==> src/design/length_prefix_batch_deframer_unit_assert.svh <==
// ---------------------------------------------------------------------------
// Assertion macros for the length-prefix batch deframer
// Concurrent assertion wrappers that can be compiled out with NO_ASSERTIONS.
// ---------------------------------------------------------------------------
`ifndef LENGTH_PREFIX_BATCH_DEFRAMER_UNIT_ASSERT_SVH
`define LENGTH_PREFIX_BATCH_DEFRAMER_UNIT_ASSERT_SVH

`ifndef NO_ASSERTIONS
`define LPBD_ASSERT(name, clk, rst, prop) \
   name: assert property (@(posedge clk) disable iff (rst) (prop)) \
      else $error("lpbd assertion failed");
`define LPBD_ASSERT_NEVER(name, clk, rst, cond) \
   name: assert property (@(posedge clk) disable iff (rst) !(cond)) \
      else $error("lpbd forbidden condition seen");
`else
`define LPBD_ASSERT(name, clk, rst, prop)
`define LPBD_ASSERT_NEVER(name, clk, rst, cond)
`endif

`endif

==> src/design/lpbd_pkg.sv <==
// ---------------------------------------------------------------------------
// Length-prefix batch deframer package
// Transaction types and status codes shared by the deframer modules.
// ---------------------------------------------------------------------------
package lpbd_pkg;

   localparam int unsigned HDR_BYTES = 4;

   localparam logic [1:0] ST_OK          = 2'd0;
   localparam logic [1:0] ST_ZERO_LEN    = 2'd1;
   localparam logic [1:0] ST_TRUNCATED   = 2'd2;
   localparam logic [1:0] ST_PARTIAL_HDR = 2'd3;

   typedef struct packed {
      logic [7:0] data_byte;
      logic       is_last;
   } lpbd_req_type;

   typedef struct packed {
      logic [7:0] payload_byte;
      logic       payload_valid;
      logic       packet_end;
      logic       batch_end;
      logic [1:0] batch_status;
   } lpbd_rsp_type;

   typedef struct packed {
      logic full;
      logic empty;
   } lpbd_queue_status_type;

endpackage

==> src/design/lpbd_front.sv <==
// ---------------------------------------------------------------------------
// Deframer front end
// Accepts batch bytes, tracks header and payload state and classifies each
// byte into a result transaction for the queue.
// ---------------------------------------------------------------------------
`include "length_prefix_batch_deframer_unit_assert.svh"

module lpbd_front
   import lpbd_pkg::*;
(
   input  logic         clock,
   input  logic         reset,
   input  logic         req_valid,
   output logic         req_stall,
   input  lpbd_req_type req_data,
   input  logic         queue_full,
   output logic         push,
   output lpbd_rsp_type push_data
);

   logic        in_payload_ff, in_payload_in;
   logic [1:0]  header_count_ff, header_count_in;
   logic [23:0] header_shift_ff, header_shift_in;
   logic [31:0] payload_left_ff, payload_left_in;
   logic [1:0]  error_code_ff, error_code_in;
   logic [31:0] plen;
   logic [31:0] left_dec;

   assign req_stall = queue_full;
   assign push      = req_valid && !queue_full;
   assign plen      = {header_shift_ff, req_data.data_byte};
   assign left_dec  = payload_left_ff - 32'd1;

   always_comb begin
      in_payload_in   = in_payload_ff;
      header_count_in = header_count_ff;
      header_shift_in = header_shift_ff;
      payload_left_in = payload_left_ff;
      error_code_in   = error_code_ff;
      push_data       = '0;
      push_data.payload_byte = req_data.data_byte;
      push_data.batch_end    = req_data.is_last;

      if (push) begin
         priority if (error_code_ff != ST_OK) begin
            error_code_in = error_code_ff;
         end else if (!in_payload_ff) begin
            if (header_count_ff != 2'(HDR_BYTES - 1)) begin
               header_shift_in = {header_shift_ff[15:0], req_data.data_byte};
               header_count_in = header_count_ff + 2'd1;
               if (req_data.is_last) begin
                  error_code_in = ST_PARTIAL_HDR;
               end
            end else begin
               header_count_in = 2'd0;
               header_shift_in = '0;
               if (plen == 32'd0) begin
                  error_code_in = ST_ZERO_LEN;
               end else begin
                  in_payload_in   = 1'b1;
                  payload_left_in = plen;
                  if (req_data.is_last) begin
                     error_code_in = ST_TRUNCATED;
                  end
               end
            end
         end else begin
            push_data.payload_valid = 1'b1;
            payload_left_in         = left_dec;
            if (left_dec == 32'd0) begin
               push_data.packet_end = 1'b1;
               in_payload_in        = 1'b0;
            end else if (req_data.is_last) begin
               error_code_in = ST_TRUNCATED;
            end
         end

         if (req_data.is_last) begin
            push_data.batch_status = error_code_in;
            in_payload_in   = 1'b0;
            header_count_in = 2'd0;
            header_shift_in = '0;
            payload_left_in = '0;
            error_code_in   = ST_OK;
         end
      end
   end

   always_ff @(posedge clock) begin
      if (reset) begin
         in_payload_ff   <= 1'b0;
         header_count_ff <= 2'd0;
         header_shift_ff <= '0;
         payload_left_ff <= '0;
         error_code_ff   <= ST_OK;
      end else begin
         in_payload_ff   <= in_payload_in;
         header_count_ff <= header_count_in;
         header_shift_ff <= header_shift_in;
         payload_left_ff <= payload_left_in;
         error_code_ff   <= error_code_in;
      end
   end

   `LPBD_ASSERT_NEVER(a_error_outside_header, clock, reset,
      (error_code_ff != ST_OK) && in_payload_ff)
   `LPBD_ASSERT(a_batch_end_clears, clock, reset,
      push && req_data.is_last |=>
         (error_code_ff == ST_OK) && !in_payload_ff && (header_count_ff == 2'd0))
   `LPBD_ASSERT(a_payload_needs_state, clock, reset,
      push && push_data.payload_valid |-> in_payload_ff && (payload_left_ff != 32'd0))

endmodule

==> src/design/lpbd_queue.sv <==
// ---------------------------------------------------------------------------
// Deframer transaction queue
// Small register FIFO that decouples the front end from the output stage.
// ---------------------------------------------------------------------------
`include "length_prefix_batch_deframer_unit_assert.svh"

module lpbd_queue
   import lpbd_pkg::*;
#(
   parameter int unsigned DEPTH = 4
) (
   input  logic                  clock,
   input  logic                  reset,
   input  logic                  push,
   input  lpbd_rsp_type          push_data,
   input  logic                  pop,
   output lpbd_rsp_type          pop_data,
   output lpbd_queue_status_type status
);

   localparam int unsigned PTR_W = (DEPTH > 1) ? $clog2(DEPTH) : 1;
   localparam int unsigned CNT_W = $clog2(DEPTH + 1);
   localparam logic [PTR_W-1:0] LAST_PTR = PTR_W'(DEPTH - 1);
   localparam logic [CNT_W-1:0] FULL_CNT = CNT_W'(DEPTH);

   lpbd_rsp_type     entry_ff [DEPTH];
   logic [PTR_W-1:0] wr_ptr_ff, wr_ptr_in;
   logic [PTR_W-1:0] rd_ptr_ff, rd_ptr_in;
   logic [CNT_W-1:0] count_ff, count_in;
   logic             do_push, do_pop;

   assign status.full  = (count_ff == FULL_CNT);
   assign status.empty = (count_ff == '0);
   assign do_push      = push && !status.full;
   assign do_pop       = pop && !status.empty;
   assign pop_data     = entry_ff[rd_ptr_ff];

   always_comb begin
      wr_ptr_in = wr_ptr_ff;
      rd_ptr_in = rd_ptr_ff;
      count_in  = count_ff;
      if (do_push) begin
         wr_ptr_in = (wr_ptr_ff == LAST_PTR) ? '0 : wr_ptr_ff + PTR_W'(1);
      end
      if (do_pop) begin
         rd_ptr_in = (rd_ptr_ff == LAST_PTR) ? '0 : rd_ptr_ff + PTR_W'(1);
      end
      unique case ({do_push, do_pop})
         2'b10:   count_in = count_ff + CNT_W'(1);
         2'b01:   count_in = count_ff - CNT_W'(1);
         default: count_in = count_ff;
      endcase
   end

   always_ff @(posedge clock) begin
      if (do_push) begin
         entry_ff[wr_ptr_ff] <= push_data;
      end
   end

   always_ff @(posedge clock) begin
      if (reset) begin
         wr_ptr_ff <= '0;
         rd_ptr_ff <= '0;
         count_ff  <= '0;
      end else begin
         wr_ptr_ff <= wr_ptr_in;
         rd_ptr_ff <= rd_ptr_in;
         count_ff  <= count_in;
      end
   end

   `LPBD_ASSERT_NEVER(a_count_bound, clock, reset, count_ff > FULL_CNT)
   `LPBD_ASSERT_NEVER(a_push_when_full, clock, reset, push && status.full)
   `LPBD_ASSERT_NEVER(a_pop_when_empty, clock, reset, pop && status.empty)

endmodule

==> src/design/lpbd_back.sv <==
// ---------------------------------------------------------------------------
// Deframer output stage
// Drains the queue into the result register and clears fields that carry no
// meaning for the transaction.
// ---------------------------------------------------------------------------
module lpbd_back
   import lpbd_pkg::*;
(
   input  logic                  clock,
   input  logic                  reset,
   input  lpbd_queue_status_type queue_status,
   input  lpbd_rsp_type          queue_data,
   output logic                  pop,
   output logic                  rsp_valid,
   input  logic                  rsp_stall,
   output lpbd_rsp_type          rsp_data
);

   logic         rsp_valid_ff, rsp_valid_in;
   lpbd_rsp_type rsp_data_ff, rsp_data_in;

   assign pop = !queue_status.empty && (!rsp_valid_ff || !rsp_stall);

   always_comb begin
      rsp_data_in = rsp_data_ff;
      if (pop) begin
         rsp_valid_in = 1'b1;
         rsp_data_in  = queue_data;
         if (!queue_data.payload_valid) begin
            rsp_data_in.payload_byte = '0;
         end
         if (!queue_data.batch_end) begin
            rsp_data_in.batch_status = ST_OK;
         end
      end else begin
         rsp_valid_in = rsp_valid_ff && rsp_stall;
      end
   end

   always_ff @(posedge clock) begin
      if (reset) begin
         rsp_valid_ff <= 1'b0;
      end else begin
         rsp_valid_ff <= rsp_valid_in;
      end
   end

   always_ff @(posedge clock) begin
      rsp_data_ff <= rsp_data_in;
   end

   assign rsp_valid = rsp_valid_ff;
   assign rsp_data  = rsp_data_ff;

endmodule

==> src/design/length_prefix_batch_deframer_unit.sv <==
// ---------------------------------------------------------------------------
// Length-prefix batch deframer
// Splits a byte stream of 4-byte big-endian length-prefixed packets into
// payload bytes with packet and batch boundaries and a batch status.
// ---------------------------------------------------------------------------
// Usage:
// The request channel carries one batch byte per transaction, with is_last
// on the final byte of a batch. The response channel returns exactly one
// transaction per request byte: the payload byte with payload_valid when the
// byte is packet payload, packet_end on the last byte of a packet, and
// batch_end with batch_status on the final byte of a batch.
// A failed batch still shows the payload bytes passed before the failure, so
// the consumer discards that batch's packets when batch_status is not zero.
// Throughput is one byte per clock while the queue is not full. An accepted
// byte is written into the queue and then moved into the output register,
// which presents the response.
// When the receiver stalls, the queue absorbs up to QUEUE_DEPTH transactions
// before req_stall rises; the response held in the output register does not
// change while stalled.
// Reset clears the parser state, the queue and the output valid flag; the next
// byte starts a new batch. No clearing pass is needed after reset.
// ---------------------------------------------------------------------------
module length_prefix_batch_deframer_unit
   import lpbd_pkg::*;
#(
   parameter int unsigned QUEUE_DEPTH = 4
) (
   input  logic         clock,
   input  logic         reset,
   input  logic         req_valid,
   output logic         req_stall,
   input  lpbd_req_type req_data,
   output logic         rsp_valid,
   input  logic         rsp_stall,
   output lpbd_rsp_type rsp_data
);

   logic                  push;
   logic                  pop;
   lpbd_rsp_type          push_data;
   lpbd_rsp_type          queue_data;
   lpbd_queue_status_type queue_status;

   lpbd_front u_front (
      .clock      (clock),
      .reset      (reset),
      .req_valid  (req_valid),
      .req_stall  (req_stall),
      .req_data   (req_data),
      .queue_full (queue_status.full),
      .push       (push),
      .push_data  (push_data)
   );

   lpbd_queue #(
      .DEPTH (QUEUE_DEPTH)
   ) u_queue (
      .clock     (clock),
      .reset     (reset),
      .push      (push),
      .push_data (push_data),
      .pop       (pop),
      .pop_data  (queue_data),
      .status    (queue_status)
   );

   lpbd_back u_back (
      .clock        (clock),
      .reset        (reset),
      .queue_status (queue_status),
      .queue_data   (queue_data),
      .pop          (pop),
      .rsp_valid    (rsp_valid),
      .rsp_stall    (rsp_stall),
      .rsp_data     (rsp_data)
   );

endmodule
==> config.mk <==
export PLATFORM = sky130hd
export DESIGN_NAME = length_prefix_batch_deframer_unit
export DESIGN_NICKNAME = d
export VERILOG_FILES = /design/src/design/lpbd_pkg.sv /design/src/design/lpbd_front.sv /design/src/design/lpbd_queue.sv /design/src/design/lpbd_back.sv /design/src/design/length_prefix_batch_deframer_unit.sv
export VERILOG_INCLUDE_DIRS = /design/src /design/src/design
export SDC_FILE = /design/constraint.sdc
export NUM_CORES = 1
export LEC_CHECK = 0
export ABC_AREA = 1
export BUFFER_PORTS_ARGS = -buffer_cell sky130_fd_sc_hd__buf_2
export CAP_MARGIN = 20
export CELL_PAD_IN_SITES_DETAIL_PLACEMENT = 0
export CELL_PAD_IN_SITES_GLOBAL_PLACEMENT = 1
export CORE_ASPECT_RATIO = 0.75
export CORE_UTILIZATION = 30
export DETAILED_ROUTE_END_ITERATION = 12
export PLACE_DENSITY_LB_ADDON = 0.1
export SETUP_SLACK_MARGIN = 0.2
export SLEW_MARGIN = 20
export SYNTH_ARGS = -nofsm -noshare
export SYNTH_HDL_FRONTEND = slang
export SYNTH_SLANG_ARGS = --single-unit
==> constraint.sdc <==
create_clock -name clock -period 2.9 [get_ports clock]
set_input_delay 0.58 -clock clock [delete_from_list [all_inputs] [get_ports clock]]
set_output_delay 0.58 -clock clock [all_outputs]
set_load 0.02 [all_outputs]
==> results of run 1 <==
==> final timing paths <==
kind | from | end
min | req_data[8] | u_queue.entry_ff[2][12]$_DFFE_PP_
max reg2reg | u_front.payload_left_ff[0]$_SDFFE_PP0P_ | u_queue.entry_ff[1][1]$_DFFE_PP_
min reg2reg | u_front.header_count_ff[1]$_SDFFE_PP0P_ | u_front.header_count_ff[1]$_SDFFE_PP0P_
max | u_front.payload_left_ff[0]$_SDFFE_PP0P_ | u_queue.entry_ff[1][1]$_DFFE_PP_
==> stage by stage <==
stage	setup slack, ns	instances	power (µW)	hold WS, ns
detailed placement	0.430	1194	4820	0.466
floorplan	0.692	887	4070	0.446
finish	0.418	1226	7020	0.409
global placement	0.465	1194	4790	0.465
global route	0.218	1226	7480	0.402
CTS	0.427	1226	7100	0.387
==> cell type report <==
class	count	area, µm²	area share
sequential	136	3370	0.419
multi-input combinational	624	3040	0.378
timing repair buffer	48	305	0.0379
inverter	92	348	0.0432
clock buffer	17	425	0.0528
clock inverter	15	195	0.0242
tap	294	368	0.0456
==> routing by layer <==
metal,share of wire,vias to the layer above,GRT usage
li1,-,2984,-
met1,0.56,2848,0.306
met2,0.39,120,0.254
met3,0.041,11,0.0334
met4,0.0060,0,0.0404
met5,0,-,0
==> report_power, final <==
group	leakage (µW)	switching [µW]	internal [µW]	total, µW
logic	0.00186	1560	678	2240
registers	0.00119	153	2370	2520
clock network	0.000304	1010	1250	2260
==> layout by cell type (no fill, tap or decap), types with 6 or more instances in the layout <==
master and n:
nand2_1 236, nor2_1 109, inv_1 85, a21oi_1 76, dfxtp_1 71, edfxtp_1 65
o21ai_0 60, nand3_1 35, buf_2 27, buf_4 20, clkbuf_16 17, o22ai_1 13
nor2_2 11, a211oi_1 10, nor2_4 9, ha_1 9, nand4_1 7, nor4_1 6
o21ai_1 6, nand2_2 6
==> sequential cells by signal (all words and copies together) (netlist names), named ones only <==
| signal | cells |
|---|---|
| u_front.header_shift_ff | 24 |
| u_back.rsp_valid | 1 |
| u_front.in_payload_ff | 1 |
| u_front.error_code_ff | 2 |
| u_front.header_count_ff | 2 |
| u_queue.rd_ptr_ff | 2 |
| u_queue.wr_ptr_ff | 2 |
| u_front.payload_left_ff | 32 |
| u_back.rsp_data | 13 |
| u_queue.count_ff | 3 |
| u_queue.entry_ff | 52 |
==> cells by family (layout without fill, tap and decap cells) <==
| logic type | Yosys count | after routing | share of synthesized area |
|---|---|---|---|
| AO/OA/AOI/OAI | 175 | 175 | 0.137 |
| XOR/XNOR | 5 | 5 | 0.00631 |
| adder cells (fa/ha/maj) | 10 | 10 | 0.0191 |
| buffers and inverters | 127 | 172 | 0.0749 |
| flip-flops | 136 | 136 | 0.486 |
| AND/OR/NAND/NOR | 434 | 434 | 0.277 |
==> worst max-delay path: stages, from the launching register on <==
cell and delay, ns:
dfxtp_1 0.36, inv_1 0.13, ha_1 0.34, nand2_4 0.16, nor2_8 0.24, nand2_4 0.06
o21ai_1 0.13, nand2_1 0.11, nor2_1 0.12, nand2_1 0.07, nor2_2 0.13, nand3_2 0.13
nand2_2 0.11, a21oi_1 0.11
==> reports/metrics.csv, run 1 <==
metric,value,unit
worst-path-max-fanout,9,
max-slew-margin-rel,0.453,
numPortBuffers,27,
wirelength,21300,µm
startpoint_type,flop,
ys_types,41,
drt-pass1-iter-count,7,
post_synth_instance_area,6940,µm²
unrepaired_setup_endpoints_after_global_routing,false,
timing.setup.tns,0,ns
worstPathArrival,2.64,ns
max_cap_violations,0,
layout-drive-gt1-share,0.130,
cp_data_required_time,3.05,ns
timing.critical_path.to_type,flop,
powerDensity,871,nW/µm²
max_freq,403,MHz
timing.final.hold_violations,0,
async_reset_ff_frac,0,
syn_area_per_cell,7.82,µm²
tightest_slew,0.821,ns
synthCells,887,
hold_depth,1,
dp.final_hpwl,15600,µm
viasPerCell,4.86,
track_usage,0.189,
floorplan.die.width,178,µm
clk_root_buf,clkbuf_16,
synth.net_count,910,
synth_commonest_cells,"236 x nand2_1, 109 x nor2_1, 85 x inv_1",
placed_cell_area,7440,µm²
fin_nets,942,
utilization,0.361,
clk_transition_reported_paths,0.07,ns
min_period_over_period,0.856,
ir_worst_vdd,357,µV
reg2reg_depth,13,
fin_worst_skew,0.0134,ns
place.gp.congestion,0.804,
synth_top_area_frac,0.281,
avgRoutedWirePerCell,17.4,µm
clock_tree_from_tritoncts,done,
cts_inserted_buffers,17,
vias,5963,
synth_top_flop_cell,dfxtp_1,
post_synth_main_area_contributors,"edfxtp_1 28%, dfxtp_1 20%, nand2_1 13%, nor2_1 5.9%, a21oi_1 5.5%",
post_cts_resize_count,0,
post-route-min-period,2.48,ns
wire_length_of_the_first_global_routing_pass,33500,µm
fill_cells,2345,
finalSetupViolations,0,
postCtsHoldBufs,0,
areaGrowthSynthToFinish,16.2,%
die-area,23700,µm²
final-max-slew-violation-count,0,
antenna_violations_before_repair,0,
postRouteAntennaNets,0,
r2r_slack,0.42,ns
antenna_cells_inserted,0,
grt_pass1_vias,5643,
drcViolationCount,0,
yosysTopAreaCell,edfxtp_1,
synth_edf_count,65,
chipHeight,134,µm
layout.cell_area.non_filler,8060,µm²
outcome,"finished, final reports clean",
power_leakage,0.00335,µW
effective_utilization_at_floorplan,0.310,
drt_first_iter_violations,517,
ys.warnings.count,0,
grt-ovfl-total,0,
holdCritPathClass,primary input to flop,
clock-sinks,136,
grt_start_max_net_pins,48,
fp.coreArea,22300,µm²
htreeDepth,4,
synth_sequential_area_ratio,0.486,
ctsLongestPathBuffers,2,
yosys.cell_count.top_type,nand2_1,
postCtsSetupBuffers,0,
postSynthRegisterBits,136,
row_count,47,
boundaryPins,28,
critical_path_class,flop to flop,
skew_pair_late_insertion_delay,0.43,ns
(Power assumes the default switching activity.)
==> inputs of run 2 (changes only) <==
ABC_AREA = unset   (was 1)
==> reports/metrics.csv, run 2 <==
metric,value,unit
outcome,"finished, final reports clean",
layout-drive-gt1-share,0.261,
antenna_cells_inserted,0,
startpoint_type,flop,
fin_cells,1055,
largest_reg_flops,52,
max_cap_violations,0,
timing.final.hold_violations,0,
synth_edf_count,65,
clock-sinks,136,
postCtsHoldBufs,0,
viasPerCell,5.29,
top_layer_used,met4,
skew_pair_late_insertion_delay,0.42,ns
met2_length,8620,µm
boundaryPins,28,
wl_met1,10800,µm
numPortBuffers,27,
place_worst_setup_slack,-0.0227,ns
effective_utilization_at_floorplan,0.310,
grt-ovfl-total,0,
fin_worst_skew,0.00815,ns
holdCritPathClass,primary input to flop,
synthCells,675,
min_period_over_period,0.968,
ys.warnings.count,0,
areaGrowthSynthToFinish,25.3,%
synth_commonest_cells,"76 x a21oi_1, 71 x dfxtp_1, 65 x edfxtp_1",
critical_path_class,flop to flop,
most-common-layout-cells,"74 x a21oi_1, 74 x buf_4, 68 x dfxtp_1",
grt_pass1_vias,5475,
drt_first_iter_violations,525,
postRouteAntennaNets,0,
post-place-cells,1013,
vias,5579,
wirelength,21000,µm
htreeDepth,4,
post_synth_main_area_contributors,"edfxtp_1 29%, dfxtp_1 21%, a21oi_1 5.7%, mux4_2 4.1%, nor2_1 3.5%",
drt-pass1-iter-count,6,
grt_start_max_net_pins,61,
cts_inserted_buffers,17,
finalSetupViolations,0,
drcViolationCount,0,
post-route-min-period,2.81,ns
clk_root_buf,clkbuf_16,
postSynthRegisterBits,136,
clk_transition_reported_paths,0.07,ns
track_usage,0.196,
setup_slack,0.0925,ns
unrepaired_setup_endpoints_after_global_routing,true,
worst-path-max-fanout,4,
yosys.cell_count.top_type,a21oi_1,
synth_top_flop_cell,dfxtp_1,
fp.coreArea,21400,µm²
post_synth_instance_area,6640,µm²
final-max-slew-violation-count,0,
avgRoutedWirePerCell,19.9,µm
wl_met3,1420,µm
synth.net_count,698,
tightest_slew,0.778,ns
chipHeight,131,µm
place.gp.congestion,0.869,
antenna_violations_before_repair,0,
timing.critical_path.to_type,flop,
dp.final_hpwl,14900,µm
synth_top_area_frac,0.294,
ir_worst_vdd,361,µV
powerDensity,728,nW/µm²
synth_sequential_area_ratio,0.508,
reg_top3,"u_queue.entry_ff (52), u_front.payload_left_ff (32), u_front.header_shift_ff (24)",
row_count,46,
max_freq,356,MHz
cp_data_required_time,3.05,ns
power_leakage,0.00303,µW
async_reset_ff_frac,0,
wire_length_of_the_first_global_routing_pass,33200,µm
worstPathArrival,2.96,ns
fin_nets,777,
ys_types,63,
clock_tree_from_tritoncts,done,
floorplan.die.width,174,µm
top_register,u_queue.entry_ff,
max-slew-margin-rel,0.478,
yosysTopAreaCell,edfxtp_1,
ctsLongestPathBuffers,2,
die-area,22700,µm²
syn_area_per_cell,9.83,µm²
-- run 2: cell count changes after synthesis, sizes merged, moves of 12 or more --
cell / delta
nor4: +21
nor3: +16
clkbuf: +20
nor2b: +22
mux4: +12
nor2: -69
o21ai: -25
inv: -75
o22ai: -12
nand2: -183
-- run 2: final cells by class --
| type | instances | area [µm²] |
|---|---|---|
| inverter | 14 | 52.6 |
| clock buffer | 17 | 425 |
| sequential | 136 | 3380 |
| tap | 288 | 360 |
| timing repair buffer | 107 | 776 |
| fill | 2165 | 13100 |
| clock inverter | 15 | 181 |
| multi-input combinational | 478 | 3150 |
-- run 2: power by group --
part,internal [µW],switching (µW)
Sequential,2310,92.0
Combinational,542,862
Clock,1310,943
Total,4160,1900
-- run 2: timing repair --
action                                 CTS  global route
pin swaps                               11             8
endpoints found under the hold margin    0             0
setup buffers                            8             2
setup endpoints to repair               11            13
gates cloned                             0             0
gates resized for setup                 11            15
-- run 2: path summary, 6_finish.rpt --
| path | startpoint | to | slack [ns] | cells past startpoint |
|---|---|---|---|---|
| worst max-delay path | u_front.payload_left_ff[12]$_SDFFE_PP0P_ | u_queue.entry_ff[0][1]$_DFFE_PP_ | 0.09 | 9 |
| worst min-delay path | rsp_stall | u_back.rsp_valid$_SDFF_PP0_ | 0.42 | 3 |
| worst max register to register | u_front.payload_left_ff[12]$_SDFFE_PP0P_ | u_queue.entry_ff[0][1]$_DFFE_PP_ | 0.09 | 9 |
| worst min register to register | u_front.header_count_ff[1]$_SDFFE_PP0P_ | u_front.header_count_ff[1]$_SDFFE_PP0P_ | 0.46 | 2 |
-- run 2: cell families (layout without fill, tap and decap cells) --
group | count (synthesis) | after routing | share of synthesized area
simple gates | 285 | 285 | 0.230
compound gates | 148 | 148 | 0.127
flops | 136 | 136 | 0.508
buf+inv | 61 | 153 | 0.0401
mux | 21 | 21 | 0.0550
xor+xnor | 14 | 14 | 0.0196
fa+ha+maj | 10 | 10 | 0.0200
-- run 2: layer usage --
| layer | track usage | vias to the layer above |
|---|---|---|
| met5 | 0 | - |
| met4 | 0.0449 | 0 |
| met3 | 0.0434 | 18 |
| met2 | 0.280 | 183 |
| met1 | 0.297 | 2746 |
| li1 | - | 2632 |
-- run 2: metrics by stage --
step	setup TNS, ns	util	power, µW	instance area (µm²)	hold slack [ns]
after global routing	0	0.388	6360	8320	0.425
final	0	0.388	6050	8320	0.417
after floorplan	0	-	3320	6670	0.436
after global placement	0	0.350	3810	7500	0.441
after CTS	0	0.385	6120	8240	0.409
after detailed placement	-0.0907	0.350	3830	7500	0.451
-- run 2: critical path: stages (launching register included) --
cell	delay, ns
dfxtp_2	0.32
or4_4	0.56
buf_6	0.16
nor4_4	0.23
nand3_2	0.19
nor4b_4	0.33
o311ai_2	0.15
nor4_2	0.35
buf_4	0.19
a211oi_4	0.07
